### src/rtl/mtbc_pkg.sv
// mtbc_pkg: shared constants, codes and types for the markup tag balance checker
// used by every file of the block; depends on nothing

package mtbc_pkg;

   // sizes of the name stack and of one stored name
   localparam int STACK_DEPTH    = 32;
   localparam int MAX_NAME_BYTES = 8;
   localparam int NAME_W         = 8 * MAX_NAME_BYTES;
   localparam int LEN_W          = $clog2(MAX_NAME_BYTES + 2);
   localparam int LEVEL_W        = $clog2(STACK_DEPTH + 1);
   localparam int DEPTH_W        = 6;

   // characters the parser reacts to
   localparam logic [7:0] CH_LT    = 8'h3C;
   localparam logic [7:0] CH_GT    = 8'h3E;
   localparam logic [7:0] CH_SLASH = 8'h2F;
   localparam logic [7:0] CH_SPACE = 8'h20;
   localparam logic [7:0] CH_TAB   = 8'h09;
   localparam logic [7:0] CH_LF    = 8'h0A;
   localparam logic [7:0] CH_CR    = 8'h0D;

   // error codes as reported on the result channel
   typedef enum logic [2:0] {
      ERR_NONE        = 3'd0,
      ERR_CLOSE_EMPTY = 3'd1,
      ERR_MISMATCH    = 3'd2,
      ERR_UNTERM      = 3'd3,
      ERR_EMPTY       = 3'd4,
      ERR_OPEN        = 3'd5,
      ERR_LONG        = 3'd6,
      ERR_OVERFLOW    = 3'd7
   } err_type;

   // one stack entry: name bytes (byte i in bits 8i+7..8i) and length
   typedef struct packed {
      logic [NAME_W-1:0] name;
      logic [LEN_W-1:0]  len;
   } entry_type;

   // shift control for the row of stack cells
   typedef struct packed {
      logic push;
      logic pop;
   } stack_ctl_type;

   // one result item
   typedef struct packed {
      logic               well_formed;
      err_type            error_kind;
      logic [DEPTH_W-1:0] open_depth;
   } result_type;

endpackage

### src/rtl/mtbc_parse.sv
// mtbc_parse: byte parser, tag buffer, stack level and first-error tracking
// depends on mtbc_pkg; reads the top stack entry and drives the cell row shifts

module mtbc_parse (
   input  logic                     clock,
   input  logic                     reset,
   input  logic                     accept,
   input  logic [7:0]               char_byte,
   input  logic                     last,
   input  mtbc_pkg::entry_type      top_entry,
   output mtbc_pkg::stack_ctl_type  ctl,
   output mtbc_pkg::entry_type      push_entry,
   output logic                     result_valid,
   output mtbc_pkg::result_type     result
);

   typedef enum logic [1:0] {
      PH_OUT  = 2'd0,
      PH_LEAD = 2'd1,
      PH_BODY = 2'd2,
      PH_SKIP = 2'd3
   } phase_type;

   phase_type                         phase_ff, phase_in;
   logic [mtbc_pkg::NAME_W-1:0]       tag_buf_ff, tag_buf_in;
   logic [mtbc_pkg::LEN_W-1:0]        tag_len_ff, tag_len_in;
   logic                              closing_ff, closing_in;
   mtbc_pkg::err_type                 err_ff, err_in;
   logic [mtbc_pkg::LEVEL_W-1:0]      level_ff, level_in;

   logic [mtbc_pkg::NAME_W-1:0]       app_buf;
   logic [mtbc_pkg::LEN_W-1:0]        app_len;
   logic                              is_blank;
   logic                              push, pop;
   mtbc_pkg::err_type                 err_out;
   logic [15:0]                       depth_wide;

   // byte lane write for the next name byte
   always_comb begin
      for (int i = 0; i < mtbc_pkg::MAX_NAME_BYTES; i++) begin
         app_buf[i*8 +: 8] = (tag_len_ff == mtbc_pkg::LEN_W'(i)) ? char_byte
                                                                 : tag_buf_ff[i*8 +: 8];
      end
      if (tag_len_ff < mtbc_pkg::LEN_W'(mtbc_pkg::MAX_NAME_BYTES)) begin
         app_len = tag_len_ff + mtbc_pkg::LEN_W'(1);
      end else begin
         app_len = mtbc_pkg::LEN_W'(mtbc_pkg::MAX_NAME_BYTES + 1);
      end
   end

   assign is_blank = (char_byte == mtbc_pkg::CH_SPACE) || (char_byte == mtbc_pkg::CH_TAB) ||
                     (char_byte == mtbc_pkg::CH_LF)    || (char_byte == mtbc_pkg::CH_CR);

   // next state for one byte; nothing moves once an error is latched
   always_comb begin
      phase_in   = phase_ff;
      tag_buf_in = tag_buf_ff;
      tag_len_in = tag_len_ff;
      closing_in = closing_ff;
      err_in     = err_ff;
      level_in   = level_ff;
      push       = 1'b0;
      pop        = 1'b0;
      if (err_ff == mtbc_pkg::ERR_NONE) begin
         unique case (phase_ff) inside
            PH_OUT: begin
               if (char_byte == mtbc_pkg::CH_LT) begin
                  phase_in = PH_LEAD;
               end
            end
            PH_LEAD: begin
               if (char_byte == mtbc_pkg::CH_GT) begin
                  err_in = mtbc_pkg::ERR_EMPTY;
               end else if (is_blank) begin
                  phase_in = PH_LEAD;
               end else if (char_byte == mtbc_pkg::CH_SLASH) begin
                  closing_in = 1'b1;
                  phase_in   = PH_BODY;
               end else begin
                  tag_buf_in = app_buf;
                  tag_len_in = app_len;
                  phase_in   = PH_BODY;
               end
            end
            PH_BODY, PH_SKIP: begin
               if (char_byte == mtbc_pkg::CH_GT) begin
                  // tag complete: push, pop or flag
                  if (closing_ff) begin
                     if (tag_len_ff == '0) begin
                        err_in = mtbc_pkg::ERR_EMPTY;
                     end else if (level_ff == '0) begin
                        err_in = mtbc_pkg::ERR_CLOSE_EMPTY;
                     end else if (tag_len_ff > mtbc_pkg::LEN_W'(mtbc_pkg::MAX_NAME_BYTES) ||
                                  top_entry.len != tag_len_ff ||
                                  top_entry.name != tag_buf_ff) begin
                        err_in = mtbc_pkg::ERR_MISMATCH;
                     end else begin
                        pop      = 1'b1;
                        level_in = level_ff - mtbc_pkg::LEVEL_W'(1);
                     end
                  end else begin
                     if (tag_len_ff > mtbc_pkg::LEN_W'(mtbc_pkg::MAX_NAME_BYTES)) begin
                        err_in = mtbc_pkg::ERR_LONG;
                     end else if (level_ff >= mtbc_pkg::LEVEL_W'(mtbc_pkg::STACK_DEPTH)) begin
                        err_in = mtbc_pkg::ERR_OVERFLOW;
                     end else begin
                        push     = 1'b1;
                        level_in = level_ff + mtbc_pkg::LEVEL_W'(1);
                     end
                  end
                  tag_buf_in = '0;
                  tag_len_in = '0;
                  closing_in = 1'b0;
                  phase_in   = PH_OUT;
               end else if (phase_ff == PH_BODY) begin
                  if (!closing_ff && char_byte == mtbc_pkg::CH_SPACE) begin
                     phase_in = PH_SKIP;
                  end else begin
                     tag_buf_in = app_buf;
                     tag_len_in = app_len;
                  end
               end
            end
            default: begin
               phase_in = PH_OUT;
            end
         endcase
      end
   end

   // result seen after this byte, with the end-of-document checks
   always_comb begin
      err_out = err_in;
      if (err_in == mtbc_pkg::ERR_NONE) begin
         if (phase_in != PH_OUT) begin
            err_out = mtbc_pkg::ERR_UNTERM;
         end else if (level_in != '0) begin
            err_out = mtbc_pkg::ERR_OPEN;
         end
      end
      depth_wide         = 16'(level_in);
      result.well_formed = (err_out == mtbc_pkg::ERR_NONE);
      result.error_kind  = err_out;
      result.open_depth  = (depth_wide > 16'd63) ? {mtbc_pkg::DEPTH_W{1'b1}}
                                                 : mtbc_pkg::DEPTH_W'(depth_wide);
   end

   assign result_valid    = accept && last;
   assign ctl.push        = accept && push;
   assign ctl.pop         = accept && pop;
   assign push_entry.name = tag_buf_ff;
   assign push_entry.len  = tag_len_ff;

   // parser state; a last byte returns everything to its start
   always_ff @(posedge clock) begin
      if (reset) begin
         phase_ff   <= PH_OUT;
         tag_buf_ff <= '0;
         tag_len_ff <= '0;
         closing_ff <= 1'b0;
         err_ff     <= mtbc_pkg::ERR_NONE;
         level_ff   <= '0;
      end else if (accept) begin
         if (last) begin
            phase_ff   <= PH_OUT;
            tag_buf_ff <= '0;
            tag_len_ff <= '0;
            closing_ff <= 1'b0;
            err_ff     <= mtbc_pkg::ERR_NONE;
            level_ff   <= '0;
         end else begin
            phase_ff   <= phase_in;
            tag_buf_ff <= tag_buf_in;
            tag_len_ff <= tag_len_in;
            closing_ff <= closing_in;
            err_ff     <= err_in;
            level_ff   <= level_in;
         end
      end
   end

endmodule

### config.mk
export PLATFORM = sky130hd
export DESIGN_NAME = mtbc_parse
export DESIGN_NICKNAME = d
export VERILOG_FILES = /design/src/rtl/mtbc_pkg.sv /design/src/rtl/mtbc_parse.sv
export SDC_FILE = /design/constraint.sdc
export NUM_CORES = 1
export LEC_CHECK = 0
export ABC_AREA = 1
export BUFFER_PORTS_ARGS = -buffer_cell sky130_fd_sc_hd__buf_4
export CAP_MARGIN = 20
export CORE_MARGIN = 3
export CORE_UTILIZATION = 45
export CTS_CLUSTER_DIAMETER = 100
export DETAILED_ROUTE_END_ITERATION = 6
export PLACE_DENSITY = 0.77
export SYNTH_ARGS = -nofsm -noshare
export SYNTH_HDL_FRONTEND = slang
export SYNTH_SLANG_ARGS = --single-unit
### constraint.sdc
create_clock -name clock -period 2.7 [get_ports clock]
set_clock_uncertainty 0.15 [all_clocks]
set_input_delay 0.27 -clock clock [delete_from_list [all_inputs] [get_ports clock]]
set_output_delay 0.27 -clock clock [all_outputs]
set_load 0.03 [all_outputs]
==> summary.txt <==
Timing
  – Final hold viol count: 0
  – Endpoints failing setup: 10
  – Setup TNS: -1.291 ns
  – Fmax: 331.2 MHz
  – RSZ-0062 raised after global routing: true
  – Slew Viols, Final: 0
  – Slew Limit Headroom: 0.5692
  – Min Tclk post-route: 3.019 ns
  – Tcrit/Tclk final: 1.118
  – Worst setup margin: -0.3189 ns
  – Hold slack: 0.09601 ns
  – Worst-margin pin slew: 0.6455 ns

Die
  – Row cnt: 39
  – Die width: between 100 and 150 µm
  – Initial Util: 0.4718
  – Die H: 116.6 µm
  – I/O pin count: 161
  – Core footprint: between 10000 and 15000 µm²
  – Die ar.: 13590 µm²

Critical path
  – RR Endpoint: tag_buf_ff[33]
  – Worst r2r path cells: 9
  – Critical path class: reg -> out
  – CP max stage cell: dfxtp_2
  – CP cell instances: inv_2 -> ha_2 -> nand4_1 -> o21ai_1 -> nand3_1 -> nor2_4 -> inv_4 -> nor2_8 -> nand3_1 -> nand3_1 -> nand2_1 -> nand2_1 -> nand2_1 -> nor2_1 -> nand2_2 -> nand3_2 -> nand2_2 -> nor2_4 -> buf_6
  – Reg2reg setup slack: 0.26 ns
  – Worst Path Max Fanout: 5
  – R2R Path Start: err_ff[2]
  – Critical path arrival: 2.60 ns
  – Worst setup path startpoint: tag_len_ff[0]
  – CP required: between 2 and 2.5 ns
  – CP peak stage delay: around 0.32 ns
  – CP startpoint kind: flip-flop
  – Worst setup EP type: output port

Power
  – Sw frac: 0.3126
  – Internal power: ~0.0022 W
  – Switching Power: 0.0009832 W
  – Leakage power total: 4.016 nW
  – PD cells: 397.5 nW/µm²
  – Clk network pwr share: 0.385
  – Combinational share of power: 0.219
  – Seq pwr share: 0.396
  – VDD IR max: approximately 270 µV

CTS
  – CTS root buf: clkbuf_16
  – Worst-skew pair later-pin latency: 0.35 ns
  – Clk sinks: 80
  – TritonCTS buffer count: 9
  – CTS Hold Bufs: 0
  – Clock transition at path regs: approximately 0.07 ns
  – CTS max path bufs: 2
  – CTS H-tree depth: 3
  – CTS tree: done

Status
  – Failing checks: setup timing
  – Status: complete, but fails checks

Placed design
  – HPWL Detailed: 14.28 mm
  – PortBufs: 160
  – Placed Area: 7318 µm²
  – Gpl congestion: a little over 0.9

Detailed routing
  – Remaining antenna violation count: 0
  – Routed via count: between 6000 and 7000
  – Total iterations of the first detailed-routing run: 7
  – Residual DRC: 0
  – Via/cell ratio: approximately 5.3
  – Routed WL per cell: 15.18 µm
  – DRT iter0 DRCs: approximately 500
  – Post-Route WL: between 15 and 20 mm

Hold path
  – WHS Endpoint: err_ff[2]
  – Hold Crit Depth: 3
  – Worst Hold Class: in -> reg
  – Min-Delay Startpoint: accept

Layout
  – Fill count: 990
  – Flip-flop and latch area: 1637 µm²
  – Final instance area: between 7000 and 8000 µm²
  – Commonest non-fill, non-tap cell in the layout: nand2_1
  – Commonest cells after routing, fill and taps aside: nand2_1 (230), buf_4 (222), inv_1 (122)
  – # diodes: 0
  – Synthesis-to-layout area growth: 43.79%
  – Final Core Density: 0.6785
  – Final #Nets: 1207
  – Multi-input logic area: 3385 µm²
  – Share of layout cells above drive strength 1: 0.3253

Global route
  – Grt met3 use: 0.04767
  – M2 GR Usage: 0.4474
  – Vias in the first global route: 6029
  – Pin count of the biggest net entering global routing: 46
  – Met1 capacity usage during global routing: 0.3623
  – Gr busiest metal: met2
  – First-pass GRT wire length: approximately 29 mm
  – Initial antenna violation count: 0
  – Grt total ovfl: 0
  – GR Util All Layers: 0.2747

Synth
  – Distinct cells, synth: 42
  – Post-synthesis sequential area ratio: 0.2910
  – Post-synthesis area per instance: roughly 6 µm²
  – Syn. warnings: 0
  – Post-Synthesis Cells: slightly below 900
  – Mapped cell area: approximately 5500 µm²
  – Register bit total from synthesis: 80
  – Syn_nets: 980

Run
  – Max-Cap Viols: 0
==> timing repair <==
action | in CTS | in global routing
hold endpoints to repair | 0 | 0
pin swaps | 15 | 18
buffers inserted | 6 | 2
cloned | 1 | 0
endpoints found under the setup margin | 11 | 29
gates resized for setup | 41 | 51
==> state kept, by name (all words and copies together) (netlist names) <==
name / count
err_ff: 3
level_ff: 6
phase_ff: 2
tag_len_ff: 4
tag_buf_ff: 64
closing_ff: 1
==> critical path, delay by kind of cell, from the launching register on <==
kind | cells | cell delay, ns
simple gates | 14 | 1.38
flops | 1 | 0.32
buf+inv | 3 | 0.28
fa+ha+maj | 1 | 0.18
compound gates | 1 | 0.10
==> layer usage <==
metal / vias to the layer above / wire [µm]
met3: 50 / 1811
li1: 3286 / -
met1: 3025 / 8138
met4: 0 / 569
met5: - / 0
met2: 318 / 8732
==> metrics by stage <==
| step | total power (W) | setup WS [ns] | instances |
|---|---|---|---|
| floorplan | 0.001604 | 0.0004403 | 893 |
| global placement | 0.001902 | -0.07785 | 1243 |
| detailed placement | 0.001913 | -0.07777 | 1243 |
| CTS | 0.003114 | -0.2842 | 1266 |
| global route | 0.003258 | -0.5286 | 1268 |
| finish | 0.003146 | -0.3189 | 1268 |
==> layout make-up <==
type / instances / area share
multi-input combinational: 642 / 0.4277
timing repair buffer: 237 / 0.2342
sequential: 80 / 0.2068
inverter: 150 / 0.07211
clock buffer: 10 / 0.03020
tap: 143 / 0.02261
clock inverter: 6 / 0.006325
==> synth_stat cells (all sizes together) <==
cell type,instances,area (µm²)
a2111oi,1,8.760
a211oi,8,60.06
a21oi,92,464.2
a31o,1,8.760
a31oi,6,37.54
buf,16,95.09
clkbuf,6,22.52
clkinv,5,23.77
dfxtp,80,1602
ha,7,87.58
inv,145,544.3
mux2i,3,30.03
nand2,251,957.2
nand3,22,130.1
nand3b,2,15.01
nand4,8,50.05
nor2,96,430.4
nor3,14,80.08
nor4,4,61.31
o2111ai,2,17.52
o211ai,2,15.01
o21ai,81,405.4
o22ai,1,6.260
o311ai,1,8.760
xnor2,20,175.2
xor2,19,166.4
==> worst max-delay path by stage <==
stage | endpoint | slack (ns) | depth (start not counted)
global placement | result[9] | -0.08 | 19
global route | result[9] | -0.53 | 21
floorplan | result[9] | 0.0004 | 16
finish | result[9] | -0.32 | 19
detailed placement | result[9] | -0.08 | 19
CTS | result[9] | -0.28 | 19
==> logic make-up after synthesis <==
group | Yosys count | share of synthesized area
flops | 80 | 0.2910
xor+xnor | 39 | 0.06207
fa+ha+maj | 7 | 0.01592
compound gates | 195 | 0.1876
simple gates | 397 | 0.3133
mux | 3 | 0.005457
buf+inv | 172 | 0.1246
==> power by group through the flow <==
stage	Clock, W	Sequential, W	Combinational, W
after floorplan	0	0.00131	0.000290
after global placement	0	0.00127	0.000635
after detailed placement	0	0.00127	0.000645
after CTS	0.00121	0.00124	0.000664
after global routing	0.00126	0.00125	0.000746
final	0.00121	0.00124	0.000689
No activity file was read; power rests on OpenSTA's default activity.
